[src/rtl/cursor_linked_list_table_top_assert.svh]
// Assertion macros for the cursor linked list table.
// Expects a clock named clk and a synchronous reset named rst in scope.
`ifndef CURSOR_LINKED_LIST_TABLE_TOP_ASSERT_SVH
`define CURSOR_LINKED_LIST_TABLE_TOP_ASSERT_SVH

// Check a property on every clock edge outside reset.
`define CLL_ASSERT(label, prop, msg) \
  label: assert property (@(posedge clk) disable iff (rst) (prop)) else $error(msg);

// Check that a condition implies a property on the next clock edge.
`define CLL_ASSERT_NEXT(label, cond, prop, msg) \
  label: assert property (@(posedge clk) disable iff (rst) (cond) |=> (prop)) else $error(msg);

`endif

[src/rtl/cll_pkg.sv]
// Shared types and constants for the cursor linked list table.
// No dependencies.
package cll_pkg;

  localparam int DefPoolDepth = 16;
  localparam int DefValueBits = 32;
  localparam int OpBits       = 4;
  localparam int PosBits      = 4;
  localparam int CapBits      = 5;
  localparam logic [CapBits-1:0] CapReset = 5'd16;

  localparam int MaxIdxBits   = 10;
  localparam int MaxLinkBits  = 11;
  localparam int MaxValueBits = 64;

  typedef enum logic [OpBits-1:0] {
    OP_INSERT       = 4'd0,
    OP_DELETE_AT    = 4'd1,
    OP_READ_AT      = 4'd2,
    OP_FIRST        = 4'd3,
    OP_LAST         = 4'd4,
    OP_NEXT         = 4'd5,
    OP_PREV         = 4'd6,
    OP_READ_CURRENT = 4'd7,
    OP_CLEAR        = 4'd8
  } op_t;

  typedef struct packed {
    logic                    new_en;
    logic [MaxIdxBits-1:0]   new_idx;
    logic [MaxValueBits-1:0] new_value;
    logic [MaxLinkBits-1:0]  new_next;
    logic [MaxLinkBits-1:0]  new_prev;
    logic                    next_en;
    logic [MaxIdxBits-1:0]   next_idx;
    logic [MaxLinkBits-1:0]  next_data;
    logic                    prev_en;
    logic [MaxIdxBits-1:0]   prev_idx;
    logic [MaxLinkBits-1:0]  prev_data;
    logic                    clr_en;
    logic [MaxIdxBits-1:0]   clr_idx;
    logic                    clr_all;
  } cll_wr_t;

endpackage

[src/rtl/cll_cell.sv]
// One pool slot: value, forward and backward links, and in-use flag.
// Depends on cll_pkg for the write command struct.
module cll_cell import cll_pkg::*; #(
  parameter int VALUE_BITS = DefValueBits,
  parameter int SLOT_BITS  = 5,
  parameter int INDEX      = 0
) (
  input  logic                  clk,
  input  logic                  rst,
  input  cll_wr_t               wr,
  output logic [VALUE_BITS-1:0] value,
  output logic [SLOT_BITS-1:0]  next_link,
  output logic [SLOT_BITS-1:0]  prev_link,
  output logic                  used
);

  localparam logic [MaxIdxBits-1:0] MyIdx = MaxIdxBits'(INDEX);

  logic hit_new, hit_next, hit_prev, hit_clr;

  assign hit_new  = wr.new_en  && (wr.new_idx  == MyIdx);
  assign hit_next = wr.next_en && (wr.next_idx == MyIdx);
  assign hit_prev = wr.prev_en && (wr.prev_idx == MyIdx);
  assign hit_clr  = wr.clr_en  && (wr.clr_idx  == MyIdx);

  always_ff @(posedge clk) begin
    if (hit_new) begin
      value     <= wr.new_value[VALUE_BITS-1:0];
      next_link <= wr.new_next[SLOT_BITS-1:0];
      prev_link <= wr.new_prev[SLOT_BITS-1:0];
    end
    if (hit_next) begin
      next_link <= wr.next_data[SLOT_BITS-1:0];
    end
    if (hit_prev) begin
      prev_link <= wr.prev_data[SLOT_BITS-1:0];
    end
  end

  always_ff @(posedge clk) begin
    if (rst || wr.clr_all || hit_clr) begin
      used <= 1'b0;
    end else if (hit_new) begin
      used <= 1'b1;
    end
  end

endmodule

[src/rtl/cursor_linked_list_table_top.sv]
// Cursor linked list table: top level with the slot cells and the list controller.
// Depends on cll_pkg, cll_cell and cursor_linked_list_table_top_assert.svh.
//
// A doubly linked list of values kept in a row of POOL_DEPTH slot cells, one item
// at a time. Every item ends in a result state that holds until out_ready. Cursor
// moves, read_current, clear and failed operations go straight to the result.
// Read_at and delete_at walk the links one element per cycle to the position.
// Insert then scans the in-use flags one slot per cycle for the next free slot.
module cursor_linked_list_table_top import cll_pkg::*; #(
  parameter int POOL_DEPTH = DefPoolDepth,
  parameter int VALUE_BITS = DefValueBits,
  localparam int SW = $clog2(POOL_DEPTH + 1),
  localparam int IW = $clog2(POOL_DEPTH)
) (
  input  logic                  clk,
  input  logic                  rst,
  input  logic                  cfg_we,
  input  logic [CapBits-1:0]    cfg_wdata,
  input  logic                  in_valid,
  output logic                  in_ready,
  input  logic [OpBits-1:0]     opcode,
  input  logic [VALUE_BITS-1:0] value_in,
  input  logic [PosBits-1:0]    position,
  output logic                  out_valid,
  input  logic                  out_ready,
  output logic                  ok,
  output logic [VALUE_BITS-1:0] value_out,
  output logic [SW-1:0]         count,
  output logic                  cursor_valid,
  output logic                  at_first,
  output logic                  at_last,
  output logic                  is_full,
  output logic                  is_empty
);

  `include "cursor_linked_list_table_top_assert.svh"

  localparam logic [SW-1:0] NoneSlot = SW'(POOL_DEPTH);

  typedef enum logic [1:0] {S_IDLE, S_WALK, S_SCAN, S_RESP} state_t;

  state_t               state;
  logic [CapBits-1:0]   cap;
  logic [SW-1:0]        head_slot, tail_slot, cursor_slot, elem_count, free_slot;
  logic [SW-1:0]        walk_slot, scan;
  logic [PosBits-1:0]   walk_left;
  op_t                  op_q;
  logic                 ok_q;
  logic [VALUE_BITS-1:0] rd_q;

  logic [VALUE_BITS-1:0] cell_value [POOL_DEPTH];
  logic [SW-1:0]         cell_next  [POOL_DEPTH];
  logic [SW-1:0]         cell_prev  [POOL_DEPTH];
  logic [POOL_DEPTH-1:0] cell_used;
  cll_wr_t               wr;

  logic [SW-1:0] eff_cap;
  logic          accept, can_insert, pos_ok, cur_ok, head_ok, tail_ok;
  logic [SW-1:0] n_of_cur;
  logic [SW-1:0] walk_next, walk_prev;

  genvar g;
  generate
    for (g = 0; g < POOL_DEPTH; g++) begin : gen_cell
      cll_cell #(.VALUE_BITS(VALUE_BITS), .SLOT_BITS(SW), .INDEX(g)) u_cell (
        .clk       (clk),
        .rst       (rst),
        .wr        (wr),
        .value     (cell_value[g]),
        .next_link (cell_next[g]),
        .prev_link (cell_prev[g]),
        .used      (cell_used[g])
      );
    end
  endgenerate

  always_comb begin
    if (cap == '0) begin
      eff_cap = SW'(1);
    end else if (int'(cap) > POOL_DEPTH) begin
      eff_cap = NoneSlot;
    end else begin
      eff_cap = SW'(cap);
    end
  end

  assign accept     = in_valid && in_ready;
  assign cur_ok     = cursor_slot != NoneSlot;
  assign head_ok    = head_slot != NoneSlot;
  assign tail_ok    = tail_slot != NoneSlot;
  assign can_insert = (elem_count < eff_cap) && (free_slot != NoneSlot);
  assign pos_ok     = int'(position) < int'(elem_count);
  assign n_of_cur   = cell_next[cursor_slot[IW-1:0]];
  assign walk_next  = cell_next[walk_slot[IW-1:0]];
  assign walk_prev  = cell_prev[walk_slot[IW-1:0]];

  always_comb begin
    wr = '0;
    if (state == S_IDLE && accept) begin
      if (opcode == OP_INSERT && can_insert) begin
        wr.new_en    = 1'b1;
        wr.new_idx   = MaxIdxBits'(free_slot[IW-1:0]);
        wr.new_value = MaxValueBits'(value_in);
        if (elem_count == '0 || !head_ok) begin
          wr.new_next = MaxLinkBits'(NoneSlot);
          wr.new_prev = MaxLinkBits'(NoneSlot);
        end else if (cur_ok) begin
          wr.new_next  = MaxLinkBits'(n_of_cur);
          wr.new_prev  = MaxLinkBits'(cursor_slot);
          wr.prev_en   = n_of_cur != NoneSlot;
          wr.prev_idx  = MaxIdxBits'(n_of_cur[IW-1:0]);
          wr.prev_data = MaxLinkBits'(free_slot);
          wr.next_en   = 1'b1;
          wr.next_idx  = MaxIdxBits'(cursor_slot[IW-1:0]);
          wr.next_data = MaxLinkBits'(free_slot);
        end else begin
          wr.new_next  = MaxLinkBits'(head_slot);
          wr.new_prev  = MaxLinkBits'(NoneSlot);
          wr.prev_en   = 1'b1;
          wr.prev_idx  = MaxIdxBits'(head_slot[IW-1:0]);
          wr.prev_data = MaxLinkBits'(free_slot);
        end
      end
      if (opcode == OP_CLEAR) begin
        wr.clr_all = 1'b1;
      end
    end
    if (state == S_WALK && walk_left == '0 && op_q == OP_DELETE_AT) begin
      wr.next_en   = walk_prev != NoneSlot;
      wr.next_idx  = MaxIdxBits'(walk_prev[IW-1:0]);
      wr.next_data = MaxLinkBits'(walk_next);
      wr.prev_en   = walk_next != NoneSlot;
      wr.prev_idx  = MaxIdxBits'(walk_next[IW-1:0]);
      wr.prev_data = MaxLinkBits'(walk_prev);
      wr.clr_en    = 1'b1;
      wr.clr_idx   = MaxIdxBits'(walk_slot[IW-1:0]);
    end
  end

  always_ff @(posedge clk) begin
    if (rst) begin
      cap <= CapReset;
    end else if (cfg_we) begin
      cap <= cfg_wdata;
    end
  end

  always_ff @(posedge clk) begin
    if (rst) begin
      state       <= S_IDLE;
      head_slot   <= NoneSlot;
      tail_slot   <= NoneSlot;
      cursor_slot <= NoneSlot;
      elem_count  <= '0;
      free_slot   <= '0;
    end else begin
      case (state)
        S_IDLE: begin
          if (accept) begin
            op_q  <= op_t'(opcode);
            ok_q  <= 1'b0;
            rd_q  <= '0;
            state <= S_RESP;
            case (opcode)
              OP_INSERT: begin
                if (can_insert) begin
                  ok_q        <= 1'b1;
                  cursor_slot <= free_slot;
                  elem_count  <= elem_count + SW'(1);
                  scan        <= free_slot + SW'(1);
                  state       <= S_SCAN;
                  if (elem_count == '0 || !head_ok) begin
                    head_slot <= free_slot;
                    tail_slot <= free_slot;
                  end else if (cur_ok) begin
                    if (n_of_cur == NoneSlot) begin
                      tail_slot <= free_slot;
                    end
                  end else begin
                    head_slot <= free_slot;
                  end
                end
              end
              OP_DELETE_AT, OP_READ_AT: begin
                if (pos_ok) begin
                  walk_slot <= head_slot;
                  walk_left <= position;
                  state     <= S_WALK;
                end
              end
              OP_FIRST: begin
                cursor_slot <= head_slot;
                ok_q        <= elem_count != '0;
              end
              OP_LAST: begin
                cursor_slot <= tail_slot;
                ok_q        <= elem_count != '0;
              end
              OP_NEXT: begin
                if (cur_ok) begin
                  cursor_slot <= n_of_cur;
                end else if (head_ok) begin
                  cursor_slot <= cell_next[head_slot[IW-1:0]];
                end else begin
                  cursor_slot <= NoneSlot;
                end
                ok_q <= elem_count != '0;
              end
              OP_PREV: begin
                if (cur_ok) begin
                  cursor_slot <= cell_prev[cursor_slot[IW-1:0]];
                end else if (tail_ok) begin
                  cursor_slot <= cell_prev[tail_slot[IW-1:0]];
                end else begin
                  cursor_slot <= NoneSlot;
                end
                ok_q <= elem_count != '0;
              end
              OP_READ_CURRENT: begin
                if (cur_ok) begin
                  ok_q <= 1'b1;
                  rd_q <= cell_value[cursor_slot[IW-1:0]];
                end
              end
              OP_CLEAR: begin
                head_slot   <= NoneSlot;
                tail_slot   <= NoneSlot;
                cursor_slot <= NoneSlot;
                elem_count  <= '0;
                free_slot   <= '0;
                ok_q        <= 1'b1;
              end
              default: begin
                ok_q <= 1'b0;
              end
            endcase
          end
        end
        S_WALK: begin
          if (walk_left == '0) begin
            ok_q  <= 1'b1;
            state <= S_RESP;
            if (op_q == OP_READ_AT) begin
              rd_q <= cell_value[walk_slot[IW-1:0]];
            end else begin
              if (walk_prev == NoneSlot) begin
                head_slot <= walk_next;
              end
              if (walk_next == NoneSlot) begin
                tail_slot <= walk_prev;
              end
              if (cursor_slot == walk_slot) begin
                cursor_slot <= walk_next;
              end
              elem_count <= elem_count - SW'(1);
              if (walk_slot < free_slot) begin
                free_slot <= walk_slot;
              end
            end
          end else begin
            walk_slot <= walk_next;
            walk_left <= walk_left - PosBits'(1);
          end
        end
        S_SCAN: begin
          if (scan == NoneSlot) begin
            free_slot <= NoneSlot;
            state     <= S_RESP;
          end else if (!cell_used[scan[IW-1:0]]) begin
            free_slot <= scan;
            state     <= S_RESP;
          end else begin
            scan <= scan + SW'(1);
          end
        end
        S_RESP: begin
          if (out_ready) begin
            state <= S_IDLE;
          end
        end
        default: begin
          state <= S_IDLE;
        end
      endcase
    end
  end

  assign in_ready     = state == S_IDLE;
  assign out_valid    = state == S_RESP;
  assign ok           = ok_q;
  assign value_out    = rd_q;
  assign count        = elem_count;
  assign cursor_valid = cur_ok;
  assign at_first     = cur_ok && (cursor_slot == head_slot);
  assign at_last      = cur_ok && (cursor_slot == tail_slot);
  assign is_full      = elem_count >= eff_cap;
  assign is_empty     = elem_count == '0;

  `CLL_ASSERT(a_count_bound, elem_count <= NoneSlot, "element count above pool depth")
  `CLL_ASSERT(a_head_empty, (head_slot == NoneSlot) == (elem_count == '0), "head and count disagree")
  `CLL_ASSERT(a_cursor_nonempty, !cur_ok || elem_count != '0, "cursor on an empty list")
  `CLL_ASSERT_NEXT(a_resp_hold, out_valid && !out_ready, out_valid && $stable(ok_q), "result dropped")

endmodule

[config.mk]
export PLATFORM = sky130hd
export DESIGN_NAME = cursor_linked_list_table_top
export DESIGN_NICKNAME = d
export VERILOG_FILES = /design/src/rtl/cll_pkg.sv /design/src/rtl/cll_cell.sv /design/src/rtl/cursor_linked_list_table_top.sv
export VERILOG_INCLUDE_DIRS = /design/src /design/src/rtl
export SDC_FILE = /design/constraint.sdc
export NUM_CORES = 1
export LEC_CHECK = 0
export BUFFER_PORTS_ARGS = -buffer_cell sky130_fd_sc_hd__buf_4
export CAP_MARGIN = 20
export CORE_MARGIN = 10
export CORE_UTILIZATION = 55
export DETAILED_ROUTE_END_ITERATION = 6
export PLACE_DENSITY = 0.74
export SETUP_SLACK_MARGIN = 0.5
export SLEW_MARGIN = 15
export SYNTH_ARGS = -nofsm -noshare
export SYNTH_HDL_FRONTEND = slang
export SYNTH_SLANG_ARGS = --single-unit
export TNS_END_PERCENT = 100
[constraint.sdc]
create_clock -name clk -period 4.7 [get_ports clk]
set_input_delay 0 -clock clk [delete_from_list [all_inputs] [get_ports clk]]
set_output_delay 0 -clock clk [all_outputs]
set_load 0.02 [all_outputs]
==> metrics.yaml <==
outcome:
  outcome: "completed"
die:
  rows: 99
  die_y_um: 291
  io_pins: 95
  die_area_um2: 84400
  die-width_um: 291
  core_area_um2: 72700
  start_util_pct: 55.4
placed_design:
  hpwl_mm: 73.0
  placed_area_um2: 42300
  io_buffers: 94
  gp_congestion: 0.983
sta:
  setup_viol: 0
  finalCritPeriodShare_pct: 88.1
  worstMarginPinSlew_ns: 1.19
  finalSetupTns_ns: 0
  final-max-slew-violation-count: 0
  hold_slack_ns: 0.0187
  slew_headroom_pct: 19.9
  timing.final.crit_period_ns: 4.14
  hold_viol: 0
  skew_ns: 0.0265
  rsz0062_at_grt: "false"
  max_freq_ghz: 0.242
routing:
  avgRoutedWirePerCell_um: 32.1
  totalWireLength_mm: 118
  via_per_inst: 7.08
  drt_iter0_markers: 3449
  drtAntennaViolNets: 0
  route.detailed.drc: 0
  num_vias: 26100
  first_pass_iters: 6
clock_tree:
  cts.sinks: 771
  htree_levels: 3
  cts_buffer_depth: 3
  clk_pin_slew_ns: 0.06
  cts_tree: "yes"
  cts_inserted_buffers: 82
  insertion_delay_ns: 0.64
  clock-root-buffer: "clkbuf_16"
synthesis:
  avgSynthCellArea_um2: 15.8
  synth.area.top_cells: "edfxtp_1 54%, mux4_2 23%, mux2i_1 4.7%, nand2_1 2.5%, dfxtp_1 2.4%"
  syn_nets: 2619
  synth_area_um2: 40300
  synth-edff-count: 723
  synth_cells: 2547
  yosys.area.top_type: "edfxtp_1"
  synth_ff_type: "edfxtp_1"
  ys_top_cells_by_count: "723 x edfxtp_1, 420 x mux4_2, 268 x nand2_1"
  ys_seq_area_share_pct: 56.3
  ys_types: 79
  yosys.area.top_type_share_pct: 53.9
  synth_seq_cells: 771
  synth_warnings: 0
  async_reset_ff_share_pct: 0
  synth_most_common_cell: "edfxtp_1"
critical_path:
  r2r_start: "count[2]$_SDFFE_PP0P_"
  crit_path_frequent_cell: "buf_4"
  reg2reg_depth: 8
  reg2reg_slack_ns: 0.56
  endpoint: "gen_cell[9].u_cell.value[25]$_DFFE_PP_"
  end_kind: "flop"
  critPathMaxStageDelay_ns: 0.75
  path_max_fanout: 27
  crit_path_top_delay_cell: "nor4_2"
  required_ns: 4.96
  reg2reg_to: "gen_cell[9].u_cell.value[25]$_DFFE_PP_"
  cp_cell_sequence: "ha_1 > a21oi_1 > o21ai_0 > nor4_2 > nand3_1 > buf_4 > nor2_4 > buf_4"
  crit_type: "reg -> reg"
  critPathArrivalTime_ns: 4.39
  crit_start: "count[2]$_SDFFE_PP0P_"
  crit_path_start_kind: "flop"
cells_and_area:
  final_cell_area_um2: 45500
  synthToLayoutAreaGrowth_pct: 12.9
  layout-drive-gt1-share_pct: 30.0
  nets: 2731
global_routing:
  track_usage_pct: 27.6
  grt_max_degree: 95
  grt_first_pass_wirelength_mm: 176
  overflow: 0
  antenna_found_initial: 1
  first_global_vias: 26600
power:
  cellLeakagePower_uw: 0.0156
  power-per-cell-area_nw_per_um2: 449
  ir_drop_mv: 0.349
  power.total_uw: 20400
min_path:
  min_path_type: "in -> reg"
job:
  cap_violations: 0
## cell usage in the layout (no fill, tap or decap), types with 9 or more instances in the layout
cell type / instances
nor3_1: 20
and2_1: 48
mux2i_1: 191
xnor2_1: 14
inv_1: 25
clkbuf_16: 82
a211oi_1: 9
nand2_1: 267
dfxtp_1: 44
or2_2: 9
a221oi_1: 9
clkinv_2: 18
buf_12: 16
nand3_1: 26
mux4_2: 420
nand2b_1: 16
ha_1: 21
clkbuf_1: 14
or2_1: 14
buf_4: 177
nor2_2: 14
a21oi_1: 114
o221a_2: 16
o21ai_0: 65
edfxtp_1: 723
or3_1: 10
dlygate4sd3_1: 52
o22ai_1: 22
clkinv_1: 22
nor2_1: 66
nor2_4: 12
nor2b_1: 15
a22oi_1: 14
## worst min path at each step
stage                             from                                endpoint  slack, ns  cells after the start
final                      value_in[2]   gen_cell[6].u_cell.value[2]$_DFFE_PP_       0.02                      2
after global routing       value_in[2]   gen_cell[5].u_cell.value[2]$_DFFE_PP_       0.05                      2
after CTS                 value_in[20]  gen_cell[8].u_cell.value[20]$_DFFE_PP_      0.003                      2
after detailed placement  cfg_wdata[0]                     cap[0]$_SDFFE_PP0P_       0.25                      3
after global placement    cfg_wdata[1]                     cap[1]$_SDFFE_PP0P_       0.24                      3
after floorplan              opcode[0]                       op_q[0]$_DFFE_PP_        0.1                      0
## per-stage QoR
| step | setup slack, ns | std cells | util, % |
|---|---|---|---|
| 3_3_place_gp | 0.554 | 3479 | 58.2 |
| 6_report | 0.561 | 3683 | 62.5 |
| 5_1_grt | 0.505 | 3682 | 62.5 |
| 4_1_cts | 0.523 | 3679 | 62.5 |
| 3_5_place_dp | 0.517 | 3479 | 58.2 |
| 2_1_floorplan | 0.525 | 2547 | - |
## per-layer routing
| metal | part of all wire [%] | routed length (µm) | global-route usage [%] |
|---|---|---|---|
| met5 | 0.010 | 12 | 0 |
| met3 | 12 | 14100 | 7.24 |
| met4 | 4.0 | 4690 | 11.0 |
| met1 | 37 | 43700 | 36.7 |
| met2 | 47 | 55700 | 43.0 |
## cell type report
cell class	instances	area (µm²)
Tap cell	959	1200
Fill cell	5053	27300
Clock inverter	52	463
Antenna cell	1	2.50
Clock buffer	96	2100
Sequential cell	771	22700
Timing Repair Buffer	246	2180
Inverter	30	113
Multi-Input combinational cell	1528	16700
## worst max-delay path: cells and delay by family (launching register included)
kind | cells | cell delay (ns)
AO/OA/AOI/OAI | 2 | 0.46
adder cells (fa/ha/maj) | 1 | 0.32
AND/OR/NAND/NOR | 3 | 1.45
flip-flops | 1 | 0.55
buffers and inverters | 2 | 0.97
## state kept, by name, summed over array words and instances (netlist names), 2 cells and up
register and count:
scan 5, value_out 32, walk_slot 5, gen_cell.u_cell.value 512
walk_left 4, gen_cell.u_cell.used 16, tail_slot 5, gen_cell.u_cell.next_link 80
gen_cell.u_cell.prev_link 80, cap 5, state 2, free_slot 5
count 5, head_slot 5, op_q 4, cursor_slot 5
## logic make-up (layout without fill, tap and decap cells)
family	count (synthesis)	count (layout)	synth area share (%)
compound gates	318	318	5.14
xor+xnor	22	22	0.479
fa+ha+maj	22	22	0.684
buf+inv	248	424	2.66
flops	771	771	56.3
mux	613	613	28.3
other cells	0	1	0
simple gates	553	553	6.43
## power breakdown
group	total, µW	switching [µW]	internal, µW
Sequential	8020	312	7710
Clock	6250	2750	3500
Combinational	6160	3550	2610
Total	20400	6610	13800
## what timing repair did
item,in CTS,in global routing
endpoints found under the hold margin,426,0
hold buffers,52,0
buffers inserted,0,1
gates resized for setup,0,3
setup endpoints to repair,0,66
Power figures use the tool's default switching activity.
